`config.mk`:
```
export PLATFORM = sky130hd
export DESIGN_NAME = nearest_neighbor_downscaler
export DESIGN_NICKNAME = d
export VERILOG_FILES = /design/src/rtl/dscl_pkg.sv /design/src/rtl/dscl_div.sv /design/src/rtl/dscl_front.sv /design/src/rtl/dscl_queue.sv /design/src/rtl/dscl_back.sv /design/src/rtl/nearest_neighbor_downscaler.sv
export VERILOG_INCLUDE_DIRS = /design/src /design/src/rtl
export SDC_FILE = /design/constraint.sdc
export NUM_CORES = 1
export LEC_CHECK = 0
export ABC_AREA = 1
export BUFFER_PORTS_ARGS = -buffer_cell sky130_fd_sc_hd__buf_2
export CAP_MARGIN = 20
export CELL_PAD_IN_SITES_DETAIL_PLACEMENT = 0
export CELL_PAD_IN_SITES_GLOBAL_PLACEMENT = 2
export CORE_AREA = 2 2 268 402
export DETAILED_ROUTE_END_ITERATION = 16
export DIE_AREA = 0 0 270 404
export PLACE_DENSITY = 0.77
export SLEW_MARGIN = 20
export SYNTH_ARGS = -nofsm -noshare
export SYNTH_HDL_FRONTEND = slang
export SYNTH_SLANG_ARGS = --single-unit
```
`constraint.sdc`:
```
create_clock -name clk -period 6.3 [get_ports clk]
set_input_delay 0.945 -clock clk [delete_from_list [all_inputs] [get_ports clk]]
set_output_delay 0.945 -clock clk [all_outputs]
set_load 0.02 [all_outputs]
```
`src/rtl/nearest_neighbor_downscaler_assert.svh`:
```
// Assertion macros shared by the downscaler RTL modules.
// No dependencies; included by the modules that carry checks.
`ifndef NEAREST_NEIGHBOR_DOWNSCALER_ASSERT_SVH
`define NEAREST_NEIGHBOR_DOWNSCALER_ASSERT_SVH

// Whenever ante holds at a clock edge, cons must hold at the same edge.
`define NND_ASSERT_IMP(label, clk, rst_n, ante, cons) \
    label: assert property (@(posedge clk) disable iff (!rst_n) (ante) |-> (cons)) \
        else $error("downscaler check failed");

// cond must hold at every clock edge outside reset.
`define NND_ASSERT_ALWAYS(label, clk, rst_n, cond) \
    label: assert property (@(posedge clk) disable iff (!rst_n) (cond)) \
        else $error("downscaler invariant failed");

`endif

```
`src/rtl/dscl_pkg.sv`:
```
// Shared constants and types of the nearest-neighbor downscaler.
// No dependencies; every RTL module refers to it by scoped names.
package dscl_pkg;

    localparam int OUT_WIDTH  = 100;
    localparam int MAX_SIDE   = 4096;
    localparam int PIX_W      = 32;
    localparam int IDX_W      = 19;
    localparam int CFG_W      = 13;
    localparam int SIDE_W     = $clog2(MAX_SIDE + 1);
    localparam int SCOL_W     = $clog2(MAX_SIDE);
    localparam int DCOL_W     = $clog2(OUT_WIDTH + 1);
    localparam int COLR_W     = (OUT_WIDTH > 1) ? $clog2(OUT_WIDTH) : 1;
    localparam int DIVN_W     = $clog2(MAX_SIDE * OUT_WIDTH + 1);
    localparam int DIVC_W     = $clog2(DIVN_W + 1);
    localparam int Q_DEPTH    = 4;
    localparam int Q_AW       = 2;
    localparam int REG_IDX_W  = 1;
    localparam int OUT_DATA_W = ((PIX_W + IDX_W + 7) / 8) * 8;

    localparam logic [REG_IDX_W-1:0] REG_SRC_WIDTH  = 1'b0;
    localparam logic [REG_IDX_W-1:0] REG_SRC_HEIGHT = 1'b1;

    localparam int RESET_WIDTH  = 640;
    localparam int RESET_HEIGHT = 480;

    typedef struct packed {
        logic              start;
        logic [DIVN_W-1:0] dividend;
        logic [SIDE_W-1:0] divisor;
    } div_req_t;

    typedef struct packed {
        logic              done;
        logic [DIVN_W-1:0] quotient;
        logic [SIDE_W-1:0] remainder;
    } div_rsp_t;

    typedef struct packed {
        logic              start;
        logic [PIX_W-1:0]  pixel;
        logic [SIDE_W-1:0] dest_height;
        logic [SIDE_W-1:0] row_step_q;
        logic [SIDE_W-1:0] row_step_r;
    } q_entry_t;

    typedef struct packed {
        logic [SIDE_W-1:0] width;
        logic [SIDE_W-1:0] col_q;
        logic [COLR_W-1:0] col_r;
    } col_cfg_t;

endpackage

```
`src/rtl/dscl_div.sv`:
```
// Restoring divider, one quotient bit per cycle, for the frame setup.
// Depends on dscl_pkg for widths and the request/response structs.
module dscl_div (
    input  logic              clk,
    input  logic              rst_n,
    input  dscl_pkg::div_req_t req,
    output dscl_pkg::div_rsp_t rsp
);

    logic                          busy_reg;
    logic                          done_reg;
    logic [dscl_pkg::DIVC_W-1:0]   cnt_reg;
    logic [dscl_pkg::DIVN_W-1:0]   quo_reg;
    logic [dscl_pkg::SIDE_W-1:0]   rem_reg;
    logic [dscl_pkg::SIDE_W-1:0]   dvs_reg;
    logic [dscl_pkg::SIDE_W:0]     rem_shift;
    logic [dscl_pkg::SIDE_W:0]     rem_sub;
    logic                          fits;

    assign rem_shift = {rem_reg, quo_reg[dscl_pkg::DIVN_W-1]};
    assign fits      = rem_shift >= {1'b0, dvs_reg};
    assign rem_sub   = fits ? (rem_shift - {1'b0, dvs_reg}) : rem_shift;

    always_ff @(posedge clk or negedge rst_n)
    begin
        if (!rst_n)
        begin
            busy_reg <= 1'b0;
            done_reg <= 1'b0;
            cnt_reg  <= '0;
        end
        else if (req.start)
        begin
            busy_reg <= 1'b1;
            done_reg <= 1'b0;
            cnt_reg  <= '0;
        end
        else if (busy_reg)
        begin
            cnt_reg <= cnt_reg + 1'b1;
            if (cnt_reg == dscl_pkg::DIVC_W'(dscl_pkg::DIVN_W - 1))
            begin
                busy_reg <= 1'b0;
                done_reg <= 1'b1;
            end
        end
        else
        begin
            done_reg <= 1'b0;
        end
    end

    always_ff @(posedge clk)
    begin
        if (req.start)
        begin
            quo_reg <= req.dividend;
            rem_reg <= '0;
            dvs_reg <= req.divisor;
        end
        else if (busy_reg)
        begin
            quo_reg <= {quo_reg[dscl_pkg::DIVN_W-2:0], fits};
            rem_reg <= rem_sub[dscl_pkg::SIDE_W-1:0];
        end
    end

    assign rsp.done      = done_reg;
    assign rsp.quotient  = quo_reg;
    assign rsp.remainder = rem_reg;

endmodule

```
`src/rtl/dscl_front.sv`:
```
// Input side: accepts source beats and works out the frame geometry.
// Depends on dscl_pkg and dscl_div; feeds the queue read by dscl_back.
`include "nearest_neighbor_downscaler_assert.svh"

module dscl_front (
    input  logic                        clk,
    input  logic                        rst_n,
    input  logic                        s_tvalid,
    output logic                        s_tready,
    input  logic [dscl_pkg::PIX_W-1:0]  s_tdata,
    input  logic                        s_tuser,
    input  logic [dscl_pkg::SIDE_W-1:0] width,
    input  logic [dscl_pkg::SIDE_W-1:0] height,
    input  logic                        q_full,
    output logic                        q_push,
    output dscl_pkg::q_entry_t          q_entry
);

    typedef enum logic [3:0] {
        F_RUN  = 4'b0001,
        F_DIV1 = 4'b0010,
        F_DIV2 = 4'b0100,
        F_PUSH = 4'b1000
    } front_state_t;

    front_state_t                 state_reg, state_next;
    logic [dscl_pkg::PIX_W-1:0]   pix_reg, pix_next;
    logic [dscl_pkg::SIDE_W-1:0]  dh_reg, dh_next;
    logic [dscl_pkg::SIDE_W-1:0]  rq_reg, rq_next;
    logic [dscl_pkg::SIDE_W-1:0]  rr_reg, rr_next;
    dscl_pkg::div_req_t           div_req;
    dscl_pkg::div_rsp_t           div_rsp;

    dscl_div u_div (
        .clk   (clk),
        .rst_n (rst_n),
        .req   (div_req),
        .rsp   (div_rsp)
    );

    assign s_tready = (state_reg == F_RUN) && !q_full;

    always_comb
    begin
        state_next       = state_reg;
        pix_next         = pix_reg;
        dh_next          = dh_reg;
        rq_next          = rq_reg;
        rr_next          = rr_reg;
        div_req.start    = 1'b0;
        div_req.dividend = dscl_pkg::DIVN_W'(height * dscl_pkg::OUT_WIDTH);
        div_req.divisor  = width;
        q_push           = 1'b0;
        q_entry.start       = 1'b0;
        q_entry.pixel       = s_tdata;
        q_entry.dest_height = dh_reg;
        q_entry.row_step_q  = rq_reg;
        q_entry.row_step_r  = rr_reg;
        case (state_reg)
            F_RUN:
            begin
                if (s_tvalid && s_tready)
                begin
                    if (s_tuser)
                    begin
                        // First beat of a frame waits here for its geometry.
                        pix_next      = s_tdata;
                        div_req.start = 1'b1;
                        state_next    = F_DIV1;
                    end
                    else
                    begin
                        q_push = 1'b1;
                    end
                end
            end
            F_DIV1:
            begin
                if (div_rsp.done)
                begin
                    dh_next = div_rsp.quotient[dscl_pkg::SIDE_W-1:0];
                    if (div_rsp.quotient == '0)
                    begin
                        rq_next    = '0;
                        rr_next    = '0;
                        state_next = F_PUSH;
                    end
                    else
                    begin
                        div_req.start    = 1'b1;
                        div_req.dividend = dscl_pkg::DIVN_W'(height);
                        div_req.divisor  = div_rsp.quotient[dscl_pkg::SIDE_W-1:0];
                        state_next       = F_DIV2;
                    end
                end
            end
            F_DIV2:
            begin
                if (div_rsp.done)
                begin
                    rq_next    = div_rsp.quotient[dscl_pkg::SIDE_W-1:0];
                    rr_next    = div_rsp.remainder;
                    state_next = F_PUSH;
                end
            end
            F_PUSH:
            begin
                q_entry.start = 1'b1;
                q_entry.pixel = pix_reg;
                if (!q_full)
                begin
                    q_push     = 1'b1;
                    state_next = F_RUN;
                end
            end
            default:
            begin
                state_next = F_RUN;
            end
        endcase
    end

    always_ff @(posedge clk or negedge rst_n)
    begin
        if (!rst_n)
        begin
            state_reg <= F_RUN;
        end
        else
        begin
            state_reg <= state_next;
        end
    end

    always_ff @(posedge clk)
    begin
        pix_reg <= pix_next;
        dh_reg  <= dh_next;
        rq_reg  <= rq_next;
        rr_reg  <= rr_next;
    end

    `NND_ASSERT_IMP(a_push_not_full, clk, rst_n, q_push, !q_full)
    `NND_ASSERT_IMP(a_div_divisor_nonzero, clk, rst_n, div_req.start, div_req.divisor != '0)

endmodule

```
`src/rtl/dscl_queue.sv`:
```
// Short FIFO that decouples the input side from the output side.
// Depends on dscl_pkg for the entry type and depth.
module dscl_queue (
    input  logic               clk,
    input  logic               rst_n,
    input  logic               push,
    input  dscl_pkg::q_entry_t entry_in,
    output logic               full,
    input  logic               pop,
    output logic               valid,
    output dscl_pkg::q_entry_t entry_out
);

    dscl_pkg::q_entry_t           mem [dscl_pkg::Q_DEPTH];
    logic [dscl_pkg::Q_AW-1:0]    wr_ptr_reg;
    logic [dscl_pkg::Q_AW-1:0]    rd_ptr_reg;
    logic [dscl_pkg::Q_AW:0]      count_reg;

    assign full      = count_reg == (dscl_pkg::Q_AW + 1)'(dscl_pkg::Q_DEPTH);
    assign valid     = count_reg != '0;
    assign entry_out = mem[rd_ptr_reg];

    always_ff @(posedge clk)
    begin
        if (push)
        begin
            mem[wr_ptr_reg] <= entry_in;
        end
    end

    always_ff @(posedge clk or negedge rst_n)
    begin
        if (!rst_n)
        begin
            wr_ptr_reg <= '0;
            rd_ptr_reg <= '0;
            count_reg  <= '0;
        end
        else
        begin
            if (push)
            begin
                wr_ptr_reg <= wr_ptr_reg + 1'b1;
            end
            if (pop)
            begin
                rd_ptr_reg <= rd_ptr_reg + 1'b1;
            end
            if (push && !pop)
            begin
                count_reg <= count_reg + 1'b1;
            end
            else if (pop && !push)
            begin
                count_reg <= count_reg - 1'b1;
            end
        end
    end

endmodule

```
`src/rtl/dscl_back.sv`:
```
// Output side: tracks source and destination coordinates and emits pixels.
// Depends on dscl_pkg; reads entries from dscl_queue.
`include "nearest_neighbor_downscaler_assert.svh"

module dscl_back (
    input  logic                            clk,
    input  logic                            rst_n,
    input  logic                            q_valid,
    input  dscl_pkg::q_entry_t              q_entry,
    output logic                            q_pop,
    input  dscl_pkg::col_cfg_t              col_cfg,
    output logic                            m_tvalid,
    input  logic                            m_tready,
    output logic [dscl_pkg::OUT_DATA_W-1:0] m_tdata,
    output logic                            m_tlast
);

    localparam int SW = dscl_pkg::SIDE_W;

    logic [dscl_pkg::SCOL_W-1:0] scol_reg, cur_scol;
    logic [SW-1:0]               srow_reg, cur_srow;
    logic [dscl_pkg::DCOL_W-1:0] dcol_reg, cur_dcol;
    logic [SW-1:0]               drow_reg, cur_drow;
    logic [SW-1:0]               dh_reg, cur_dh;
    logic [SW-1:0]               ctgt_reg, cur_ctgt;
    logic [dscl_pkg::COLR_W-1:0] crem_reg, cur_crem;
    logic [SW-1:0]               rtgt_reg, cur_rtgt;
    logic [SW-1:0]               rrem_reg, cur_rrem;
    logic [SW-1:0]               rsq_reg, cur_rsq;
    logic [SW-1:0]               rsr_reg, cur_rsr;

    logic [dscl_pkg::SCOL_W-1:0] scol_next;
    logic [SW-1:0]               srow_next, drow_next, ctgt_next, rtgt_next, rrem_next;
    logic [dscl_pkg::DCOL_W-1:0] dcol_next;
    logic [dscl_pkg::COLR_W-1:0] crem_next;

    logic                        active, on_row, emit, row_end, last;
    logic [dscl_pkg::COLR_W:0]   cr_sum;
    logic                        cr_wrap;
    logic [SW:0]                 rr_sum;
    logic                        rr_wrap;
    logic [dscl_pkg::IDX_W-1:0]  idx;

    logic                        out_valid_reg;
    logic [dscl_pkg::PIX_W-1:0]  out_pixel_reg;
    logic [dscl_pkg::IDX_W-1:0]  out_index_reg;
    logic                        out_last_reg;

    assign q_pop = q_valid && (!out_valid_reg || m_tready);

    // A frame-start beat restarts every counter before it is classified.
    always_comb
    begin
        if (q_entry.start)
        begin
            cur_scol = '0;
            cur_srow = '0;
            cur_dcol = '0;
            cur_drow = '0;
            cur_ctgt = '0;
            cur_crem = '0;
            cur_rtgt = '0;
            cur_rrem = '0;
            cur_dh   = q_entry.dest_height;
            cur_rsq  = q_entry.row_step_q;
            cur_rsr  = q_entry.row_step_r;
        end
        else
        begin
            cur_scol = scol_reg;
            cur_srow = srow_reg;
            cur_dcol = dcol_reg;
            cur_drow = drow_reg;
            cur_ctgt = ctgt_reg;
            cur_crem = crem_reg;
            cur_rtgt = rtgt_reg;
            cur_rrem = rrem_reg;
            cur_dh   = dh_reg;
            cur_rsq  = rsq_reg;
            cur_rsr  = rsr_reg;
        end
    end

    assign active  = cur_drow < cur_dh;
    assign on_row  = active && (cur_srow == cur_rtgt);
    assign emit    = on_row && (cur_dcol < dscl_pkg::DCOL_W'(dscl_pkg::OUT_WIDTH))
                     && (SW'(cur_scol) == cur_ctgt);
    assign row_end = (SW'(cur_scol) + SW'(1)) >= col_cfg.width;
    assign idx     = dscl_pkg::IDX_W'(cur_dcol)
                     + dscl_pkg::IDX_W'(cur_drow * dscl_pkg::OUT_WIDTH);
    assign last    = (({1'b0, cur_drow} + (SW + 1)'(1)) == {1'b0, cur_dh})
                     && ((cur_dcol + 1'b1) == dscl_pkg::DCOL_W'(dscl_pkg::OUT_WIDTH));

    assign cr_sum  = {1'b0, cur_crem} + {1'b0, col_cfg.col_r};
    assign cr_wrap = cr_sum >= (dscl_pkg::COLR_W + 1)'(dscl_pkg::OUT_WIDTH);
    assign rr_sum  = {1'b0, cur_rrem} + {1'b0, cur_rsr};
    assign rr_wrap = rr_sum >= {1'b0, cur_dh};

    always_comb
    begin
        scol_next = cur_scol;
        srow_next = cur_srow;
        dcol_next = cur_dcol;
        drow_next = cur_drow;
        ctgt_next = cur_ctgt;
        crem_next = cur_crem;
        rtgt_next = cur_rtgt;
        rrem_next = cur_rrem;
        if (emit)
        begin
            dcol_next = cur_dcol + 1'b1;
            ctgt_next = cur_ctgt + col_cfg.col_q + SW'(cr_wrap);
            crem_next = cr_wrap
                        ? dscl_pkg::COLR_W'(cr_sum - (dscl_pkg::COLR_W + 1)'(dscl_pkg::OUT_WIDTH))
                        : cr_sum[dscl_pkg::COLR_W-1:0];
        end
        if (row_end)
        begin
            scol_next = '0;
            dcol_next = '0;
            ctgt_next = '0;
            crem_next = '0;
            if (active)
            begin
                srow_next = cur_srow + 1'b1;
                if (on_row)
                begin
                    drow_next = cur_drow + 1'b1;
                    rtgt_next = cur_rtgt + cur_rsq + SW'(rr_wrap);
                    rrem_next = rr_wrap ? SW'(rr_sum - {1'b0, cur_dh}) : rr_sum[SW-1:0];
                end
            end
        end
        else
        begin
            scol_next = cur_scol + 1'b1;
        end
    end

    always_ff @(posedge clk or negedge rst_n)
    begin
        if (!rst_n)
        begin
            scol_reg      <= '0;
            srow_reg      <= '0;
            dcol_reg      <= '0;
            drow_reg      <= '0;
            dh_reg        <= '0;
            ctgt_reg      <= '0;
            crem_reg      <= '0;
            rtgt_reg      <= '0;
            rrem_reg      <= '0;
            rsq_reg       <= '0;
            rsr_reg       <= '0;
            out_valid_reg <= 1'b0;
        end
        else if (q_pop)
        begin
            scol_reg      <= scol_next;
            srow_reg      <= srow_next;
            dcol_reg      <= dcol_next;
            drow_reg      <= drow_next;
            dh_reg        <= cur_dh;
            ctgt_reg      <= ctgt_next;
            crem_reg      <= crem_next;
            rtgt_reg      <= rtgt_next;
            rrem_reg      <= rrem_next;
            rsq_reg       <= cur_rsq;
            rsr_reg       <= cur_rsr;
            out_valid_reg <= emit;
        end
        else if (m_tready)
        begin
            out_valid_reg <= 1'b0;
        end
    end

    always_ff @(posedge clk)
    begin
        if (q_pop && emit)
        begin
            out_pixel_reg <= q_entry.pixel;
            out_index_reg <= idx;
            out_last_reg  <= last;
        end
    end

    assign m_tvalid = out_valid_reg;
    assign m_tdata  = dscl_pkg::OUT_DATA_W'({out_index_reg, out_pixel_reg});
    assign m_tlast  = out_last_reg;

    `NND_ASSERT_ALWAYS(a_col_rem_range, clk, rst_n, crem_reg < dscl_pkg::OUT_WIDTH)
    `NND_ASSERT_IMP(a_row_rem_range, clk, rst_n, dh_reg != '0, rrem_reg < dh_reg)
    `NND_ASSERT_IMP(a_last_index, clk, rst_n, out_valid_reg && out_last_reg, out_index_reg == dscl_pkg::IDX_W'(dh_reg * dscl_pkg::OUT_WIDTH - 1))

endmodule

```
`src/rtl/nearest_neighbor_downscaler.sv`:
```
// A selected pixel passes through the queue and the output register on its way to m_tdata.
// Throughput: one source beat per cycle while the queue has room, except at a frame
// start, where the start beat holds the input while the shared bit-serial divider
// does its work (one division when the output height is zero, two otherwise).
// Reset clears all counters and the queue; no pixel is emitted until a start beat
// arrives, and the size registers return to 640 by 480.
module nearest_neighbor_downscaler (
    input  logic                               clk,
    input  logic                               rst_n,
    // Source stream. tdata: src_pixel[31:0]. tuser: start_frame.
    input  logic                               s_tvalid,
    output logic                               s_tready,
    input  logic [dscl_pkg::PIX_W-1:0]         s_tdata,
    input  logic                               s_tuser,
    // Result stream. tdata: out_pixel[31:0], out_index[50:32], zero pad above.
    // tlast: frame_done.
    output logic                               m_tvalid,
    input  logic                               m_tready,
    output logic [dscl_pkg::OUT_DATA_W-1:0]    m_tdata,
    output logic                               m_tlast,
    // Register write channel: index 0 is src_width, index 1 is src_height.
    input  logic                               cfg_valid,
    output logic                               cfg_ready,
    input  logic [dscl_pkg::REG_IDX_W-1:0]     cfg_index,
    input  logic [dscl_pkg::CFG_W-1:0]         cfg_data
);

    // The column step is w / OUT_WIDTH, taken by a reciprocal multiply. The shift
    // is wide enough that the rounding error never reaches the next integer for
    // any width up to MAX_SIDE.
    localparam int RECIP_SHIFT = dscl_pkg::DIVN_W + 1;
    localparam int PROD_W      = RECIP_SHIFT + dscl_pkg::SIDE_W;
    localparam longint RECIP   = ((64'd1 << RECIP_SHIFT) + dscl_pkg::OUT_WIDTH - 1)
                                 / dscl_pkg::OUT_WIDTH;

    // Reset width, already raised to the output width and limited to the largest side.
    localparam int RESET_EFF_W =
        (dscl_pkg::RESET_WIDTH < dscl_pkg::OUT_WIDTH) ? dscl_pkg::OUT_WIDTH :
        (dscl_pkg::RESET_WIDTH > dscl_pkg::MAX_SIDE)  ? dscl_pkg::MAX_SIDE  :
        dscl_pkg::RESET_WIDTH;
    localparam int RESET_EFF_H =
        (dscl_pkg::RESET_HEIGHT > dscl_pkg::MAX_SIDE) ? dscl_pkg::MAX_SIDE :
        dscl_pkg::RESET_HEIGHT;

    // The registers hold the effective sizes, so the datapath never clamps.
    logic [dscl_pkg::SIDE_W-1:0] width_reg;
    logic [dscl_pkg::SIDE_W-1:0] height_reg;
    logic [dscl_pkg::SIDE_W-1:0] col_q_reg;
    logic [dscl_pkg::COLR_W-1:0] col_r_reg;

    logic [dscl_pkg::SIDE_W-1:0] eff_w;
    logic [dscl_pkg::SIDE_W-1:0] eff_h;
    logic [PROD_W-1:0]           recip_prod;
    logic [dscl_pkg::SIDE_W-1:0] new_col_q;
    logic [dscl_pkg::COLR_W-1:0] new_col_r;

    logic                        q_push;
    logic                        q_full;
    logic                        q_pop;
    logic                        q_valid;
    dscl_pkg::q_entry_t          q_in;
    dscl_pkg::q_entry_t          q_out;
    dscl_pkg::col_cfg_t          col_cfg;

    // Always taken; the user must let writes arrive only while the block is idle (unchecked).
    assign cfg_ready = 1'b1;

    always_comb
    begin
        if (cfg_data < dscl_pkg::OUT_WIDTH)
        begin
            eff_w = dscl_pkg::SIDE_W'(dscl_pkg::OUT_WIDTH);
        end
        else if (cfg_data > dscl_pkg::MAX_SIDE)
        begin
            eff_w = dscl_pkg::SIDE_W'(dscl_pkg::MAX_SIDE);
        end
        else
        begin
            eff_w = dscl_pkg::SIDE_W'(cfg_data);
        end

        if (cfg_data > dscl_pkg::MAX_SIDE)
        begin
            eff_h = dscl_pkg::SIDE_W'(dscl_pkg::MAX_SIDE);
        end
        else
        begin
            eff_h = dscl_pkg::SIDE_W'(cfg_data);
        end
    end

    assign recip_prod = PROD_W'(eff_w) * PROD_W'(RECIP);
    assign new_col_q  = recip_prod[PROD_W-1:RECIP_SHIFT];
    assign new_col_r  = dscl_pkg::COLR_W'(eff_w - dscl_pkg::SIDE_W'(new_col_q
                                                      * dscl_pkg::OUT_WIDTH));

    always_ff @(posedge clk or negedge rst_n)
    begin
        if (!rst_n)
        begin
            width_reg  <= dscl_pkg::SIDE_W'(RESET_EFF_W);
            height_reg <= dscl_pkg::SIDE_W'(RESET_EFF_H);
            col_q_reg  <= dscl_pkg::SIDE_W'(RESET_EFF_W / dscl_pkg::OUT_WIDTH);
            col_r_reg  <= dscl_pkg::COLR_W'(RESET_EFF_W % dscl_pkg::OUT_WIDTH);
        end
        else if (cfg_valid && cfg_ready)
        begin
            case (cfg_index)
                dscl_pkg::REG_SRC_WIDTH:
                begin
                    width_reg <= eff_w;
                    col_q_reg <= new_col_q;
                    col_r_reg <= new_col_r;
                end
                dscl_pkg::REG_SRC_HEIGHT:
                begin
                    height_reg <= eff_h;
                end
                default:
                begin
                end
            endcase
        end
    end

    assign col_cfg.width = width_reg;
    assign col_cfg.col_q = col_q_reg;
    assign col_cfg.col_r = col_r_reg;

    // Front end: takes beats, and on a start beat runs the frame-size divisions.
    dscl_front u_front (
        .clk      (clk),
        .rst_n    (rst_n),
        .s_tvalid (s_tvalid),
        .s_tready (s_tready),
        .s_tdata  (s_tdata),
        .s_tuser  (s_tuser),
        .width    (width_reg),
        .height   (height_reg),
        .q_full   (q_full),
        .q_push   (q_push),
        .q_entry  (q_in)
    );

    // Queue between the two halves; a start entry carries the new frame geometry.
    dscl_queue u_queue (
        .clk       (clk),
        .rst_n     (rst_n),
        .push      (q_push),
        .entry_in  (q_in),
        .full      (q_full),
        .pop       (q_pop),
        .valid     (q_valid),
        .entry_out (q_out)
    );

    // Back end: one entry per cycle unless stalled, through the coordinate counters into the
    // output register, which keeps draining while the next entry is classified.
    dscl_back u_back (
        .clk      (clk),
        .rst_n    (rst_n),
        .q_valid  (q_valid),
        .q_entry  (q_out),
        .q_pop    (q_pop),
        .col_cfg  (col_cfg),
        .m_tvalid (m_tvalid),
        .m_tready (m_tready),
        .m_tdata  (m_tdata),
        .m_tlast  (m_tlast)
    );

endmodule

```
==> results of run 1 <==
[synth_stat cells, drive strengths merged, types with 9 or more instances]
cell,number
nand2,882
inv,578
edfxtp,443
nor2,431
o21ai,389
ha,288
nand3,198
dfrtp,176
a21oi,153
clkbuf,98
fa,81
xor2,81
o22ai,66
nand4,48
buf,43
xnor2,36
nor3,28
o211ai,19
a31oi,14
dfxtp,13
nand3b,12
dfstp,11
or2,11
o221ai,9
[through the flow]
step | util (%) | TNS (ns) | cell area (um^2)
after global placement | 39.0 | -1.63 | 41100
after detailed placement | 39.0 | -1.92 | 41100
after CTS | 41.3 | 0 | 43500
after global routing | 41.6 | -0.601 | 43900
final | 41.6 | -0.0651 | 43900
after floorplan | - | -0.289 | 37900
[final cells by class]
cell class	instances	area [um^2]	area share [%]
inverter	579	2190	5.00
tap	1406	1760	4.01
clock inverter	32	484	1.10
clock buffer	88	1850	4.21
multi-input combinational	2794	17100	39.0
timing repair buffer	302	2210	5.05
sequential	643	18300	41.6
[report_power, final]
part	internal [mW]	total [mW]	switching, mW
logic	4.59	13.0	8.43
clock network	2.33	4.15	1.82
registers	5.70	6.14	0.448
[what timing repair did]
| item | 4_1_cts | 5_1_grt |
|---|---|---|
| buffers inserted | 3 | 20 |
| pin swaps | 6 | 22 |
| setup endpoints to repair | 1 | 8 |
| resized for setup | 7 | 47 |
| hold buffers | 0 | 0 |
| cloned | 0 | 2 |
[routing by layer]
| metal | wire (um) | vias up | GRT usage (%) |
|---|---|---|---|
| li1 | - | 14200 | - |
| met1 | 40400 | 13400 | 20.5 |
| met2 | 56000 | 358 | 37.1 |
| met3 | 2400 | 130 | 1.85 |
| met4 | 2710 | 0 | 6.21 |
| met5 | 0 | - | 0 |
[logic make-up (layout without fill, tap and decap cells)]
group | Yosys count | count (layout) | synth area share [%]
AND/OR/NAND/NOR | 1621 | 1621 | 17.6
buffers and inverters | 720 | 1001 | 7.49
AO/OA/AOI/OAI | 680 | 680 | 9.75
flip-flops | 643 | 643 | 48.5
adder cells (fa/ha/maj) | 369 | 369 | 13.9
XOR/XNOR | 117 | 117 | 2.72
other | 2 | 6 | 0.0199
multiplexers | 1 | 1 | 0.0299
[worst paths after layout]
path                                          startpoint                  end  slack, ns  cells past startpoint
min in group clk                             s_tdata[15]  u_front.pix_reg[15]       0.44                      1
max in group asynchronous                          rst_n         width_reg[2]       4.62                      2
worst min register to register  u_front.u_div.quo_reg[6]    u_front.dh_reg[6]       0.47                      0
worst min-delay path                               rst_n   u_back.drow_reg[0]       0.34                      1
worst max register to register     u_queue.rd_ptr_reg[0]  u_back.rtgt_reg[10]       0.41                     35
worst max-delay path                         cfg_data[7]         col_r_reg[6]      -0.07                     39
==> impl_metrics.tcl, run 1 <==
set metrics [dict create \
    syn_inst 4153 \
    timing.hold.ws_ns 0.337 \
    largest_reg_flops 288 \
    critPathMaxStageDelay_ns 0.53 \
    cp_common_cell "nand2_1" \
    dp_hpwl_um 73600 \
    finalCriticalPeriod_ns 6.37 \
    seq_area_frac_synth_pct 48.5 \
    route.detailed.drc 0 \
    violations "negative setup slack" \
    synth_enable_flop_cells 443 \
    layout.nets 4809 \
    critPathLaunchType "input port" \
    gp_congestion 0.849 \
    final_common_cell "nand2_1" \
    slew_violations 0 \
    path_clk_slew_ns 0.06 \
    final_cells 5844 \
    slew_headroom_pct 35.8 \
    area_growth_pct 16.5 \
    ys_seq_elements 643 \
    setup_ws_ns -0.0651 \
    clock_skew_ns 0.0587 \
    htree_levels 3 \
    hp-class "in -> async" \
    cts_tree "done" \
    rows 146 \
    layout_common_cells "nand2_1, inv_1, edfxtp_1" \
    grt.total_usage_pct 18.7 \
    cap_violations 0 \
    grt_max_degree 90 \
    place_inst 5699 \
    grt_pass1_wl_um 160000 \
    yosysWarnings 0 \
    route.detailed.wl_per_inst_um 17.4 \
    cts.sinks 643 \
    core_um2 105000 \
    drt_iter0_markers 1493 \
    cts-root-buf "clkbuf_16" \
    irDropWorstVdd_mv 0.350 \
    dieArea_um2 109000 \
    firstDrtPassIters 7 \
    avgSynthCellArea_um2 9.07 \
    vias_per_cell 4.81 \
    cts_made_buffers 68 \
    cts_buffer_depth 3 \
    grt_pass1_vias 29100 \
    grt_overflow 0 \
    cp.arrival_ns 6.95 \
    cp.required_ns 6.88 \
    die_h_um 404 \
    synth.distinct_cells 55 \
    hold_viol_final 0 \
    status "complete, but fails checks" \
    ios 112 \
    finalPower_mw 23.3 \
    totalWireLength_um 102000 \
    finalCritPeriodShare_pct 101 \
    critical_path.slowest_cell "fa_1" \
    ant_nets 0 \
    crit_type "in -> reg" \
    fillers 10500 \
    netlist_top_cells_area "edfxtp_1, dfrtp_1, ha_1, nand2_1, inv_1" \
    drive_gt1_share_pct 12.1 \
    yosysTopAreaCell "edfxtp_1" \
    p_leak_nw 19.5 \
    setup_viol 1 \
    vias 28100 \
    synth_top_cell_area_share_pct 35.3 \
    diodes 0 \
    path_delay_family "adder cells" \
    powerDensity_nw_per_um2 531 \
    insertion_delay_ns 0.69 \
    synth_flop_cell "edfxtp_1" \
    cp_num_buf_inv 11 \
    worstPathMaxFanout 5 \
    async_flop_share_pct 29.1 \
    die_w_um 270 \
    antenna_found_initial 0 \
    tightestPinTransition_ns 0.961 \
    start_util_pct 35.7 \
    max_freq_mhz 157 \
    port_buffers 105 \
    rsz0062_at_grt "true" \
    end_kind "register" \
    place_ws_ns -0.813 \
    netlist_area_um2 37700 \
]
No activity file was read; power rests on OpenSTA's default activity.
==> inputs of run 2 (changes only) <==
ABC_AREA = 0   (was 1)
CORE_AREA = 2 2 247 370   (was 2 2 268 402)
DIE_AREA = 0 0 249 372   (was 0 0 270 404)
MAX_ROUTING_LAYER = met4   (was default)
==> run 2 against run 1 <==
Net effect: the flow still finishes with violations (negative setup slack); critical path depth is 4 lower; hold slack better by 0.096 ns; die area is 15% lower; combinational power is 28% lower; core utilization is 4.7 points higher; clock skew is 0.025 ns lower; wire length is 18% lower; non-clock buffer count is 4 higher; count of clock-buffer cells in the layout is 12 lower; final cell count is 26% lower; total power is 17% lower; setup slack worse by 0.57 ns; critical endpoint unchanged; largest cell class unchanged.
==> impl_metrics.tcl, run 2 <==
set metrics [dict create \
    status "complete, but fails checks" \
    violations "negative setup slack" \
    ios 112 \
    synth.most_common_cell "edfxtp_1" \
    p_sw_share_pct 37.9 \
    layout.nets 3534 \
    slew_headroom_pct 32.3 \
    async_flop_share_pct 29.1 \
    placed_area_um2 38700 \
    die_w_um 249 \
    crit_type "in -> reg" \
    critPathLaunchType "input port" \
    powerDensity_nw_per_um2 467 \
    grt.total_usage_pct 18.9 \
    postCtsHoldBufs 0 \
    hp-class "in -> async" \
    tightestPinTransition_ns 1.02 \
    p_int_mw 12.0 \
    rsz0062_at_grt "true" \
    grt_overflow 0 \
    netlist_area_um2 35500 \
    start_util_pct 39.6 \
    vias 22300 \
    dp_hpwl_um 60400 \
    seq_area_frac_synth_pct 51.4 \
    cts.sinks 643 \
    port_buffers 105 \
    power.switching_mw 7.36 \
    synth_enable_flop_cells 443 \
    layout_common_cells "edfxtp_1, ha_1, nand2_1" \
    setup_ws_ns -0.638 \
    synth_flop_cell "edfxtp_1" \
    final_common_cell "edfxtp_1" \
    max_freq_mhz 144 \
    netlist_top_cells_area "edfxtp_1, dfrtp_1, ha_1, fa_1, mux4_2" \
    finalCriticalPeriod_ns 6.94 \
    drt_iter0_markers 1108 \
    cp.required_ns 6.78 \
    grt_pass1_vias 24000 \
    hold_viol_final 0 \
    p_seq_share_pct 31.5 \
    cts-root-buf "clkbuf_16" \
    gp_congestion 0.847 \
    ant_nets 0 \
    cts_tree "done" \
    yosysTopAreaCell "edfxtp_1" \
    drive_gt1_share_pct 22.9 \
    yosysWarnings 0 \
    insertion_delay_ns 0.63 \
    ys_top_cells_by_count "edfxtp_1, ha_1, nand2_1" \
    syn_inst 2835 \
    htree_levels 3 \
    cap_violations 0 \
    critical_path.slowest_cell "or4_4" \
    cp.arrival_ns 7.42 \
    synth.distinct_cells 79 \
    timing.hold.ws_ns 0.433 \
    totalWireLength_um 83500 \
    firstDrtPassIters 6 \
    path_clk_slew_ns 0.06 \
    avgSynthCellArea_um2 12.5 \
    ys_seq_elements 643 \
    rows 135 \
    slew_violations 0 \
    end_kind "register" \
    vias_per_cell 5.16 \
    cts_made_buffers 66 \
    route.detailed.wl_per_inst_um 19.3 \
    antenna_found_initial 0 \
    irDropWorstVdd_mv 0.279 \
    worstPathMaxFanout 6 \
    grt_pass1_wl_um 133000 \
    dieArea_um2 92600 \
    diodes 0 \
    synth_top_cell_area_share_pct 37.5 \
    clock_skew_ns 0.0341 \
    grt_max_degree 96 \
    cts_buffer_depth 3 \
    combPwrFrac_pct 48.4 \
    setup_viol 2 \
    p_clk_share_pct 20.2 \
    route.detailed.drc 0 \
    largest_reg_flops 288 \
    finalCritPeriodShare_pct 110 \
    die_h_um 372 \
    critPathMaxStageDelay_ns 0.54 \
    fin_area_um2 41500 \
    p_leak_nw 17.5 \
    core_um2 89700 \
    area_growth_pct 17.0 \
]
-- run 2: final timing paths --
| check | from | endpoint | slack, ns | cells after the start |
|---|---|---|---|---|
| worst min register to register | col_r_reg[5] | col_r_reg[5] | 0.47 | 2 |
| max in group asynchronous | rst_n | u_front.u_div.busy_reg | 4.52 | 2 |
| worst min-delay path | rst_n | u_back.dcol_reg[1] | 0.43 | 1 |
| min in group clk | col_r_reg[5] | col_r_reg[5] | 0.47 | 2 |
| worst max-delay path | cfg_data[10] | col_r_reg[6] | -0.64 | 35 |
| worst max register to register | u_queue.rd_ptr_reg[0] | u_back.rtgt_reg[12] | 0.22 | 28 |
-- run 2: worst max-delay path: cells and delay by family --
kind            cells  cell delay (ns)
simple gates        8             1.37
xor+xnor            6             0.96
compound gates      7             1.04
fa+ha+maj           7             2.41
buf+inv             7             0.66
-- run 2: through the flow --
stage               setup WS [ns]  utilization, %  setup TNS, ns  total power [mW]  std cells
floorplan                  -0.835               -          -1.51              12.3       2839
global placement            -1.34            43.2          -3.82              15.0       4187
detailed placement          -1.41            43.2          -4.52              15.2       4187
CTS                        -0.569            45.8         -0.569              19.3       4309
global route               -0.939            46.3          -1.64              20.8       4325
finish                     -0.638            46.3         -0.642              19.4       4325
-- run 2: kinds of logic (layout without fill, tap and decap cells) --
logic type,count (synthesis),count (layout),synth area share (%)
AND/OR/NAND/NOR,666,666,8.98
flip-flops,643,643,51.4
AO/OA/AOI/OAI,416,416,7.61
adder cells (fa/ha/maj),369,369,14.7
buffers and inverters,344,666,3.82
multiplexers,212,212,8.90
XOR/XNOR,183,183,4.52
other,2,6,0.0212
-- run 2: area by class of cell --
class | instances | area [um^2]
fill | 8052 | 48100
sequential | 643 | 18300
multi-input combinational | 1852 | 16600
timing repair buffer | 306 | 2160
clock buffer | 76 | 1740
tap | 1164 | 1460
inverter | 244 | 931
clock inverter | 40 | 412
-- run 2: per-layer routing --
metal	wire length (um)	global-route usage, %	up-vias
met4	2850	7.06	0
met1	32600	20.5	11100
met5	0	-	-
met2	45500	35.1	321
li1	-	-	10800
met3	2490	2.47	145
-- run 2: repair_timing --
item | 4_1_cts | 5_1_grt
pin swaps | 19 | 70
endpoints found under the setup margin | 4 | 13
setup buffers | 6 | 16
resized for setup | 15 | 78
-- run 2: power by group through the flow --
stage	logic [mW]	clock network (mW)	registers (mW)
final	9.39	3.91	6.10
after global routing	10.4	4.19	6.20
after CTS	9.13	4.04	6.11
after detailed placement	8.99	0	6.20
after global placement	8.85	0	6.16
after floorplan	6.12	0	6.20
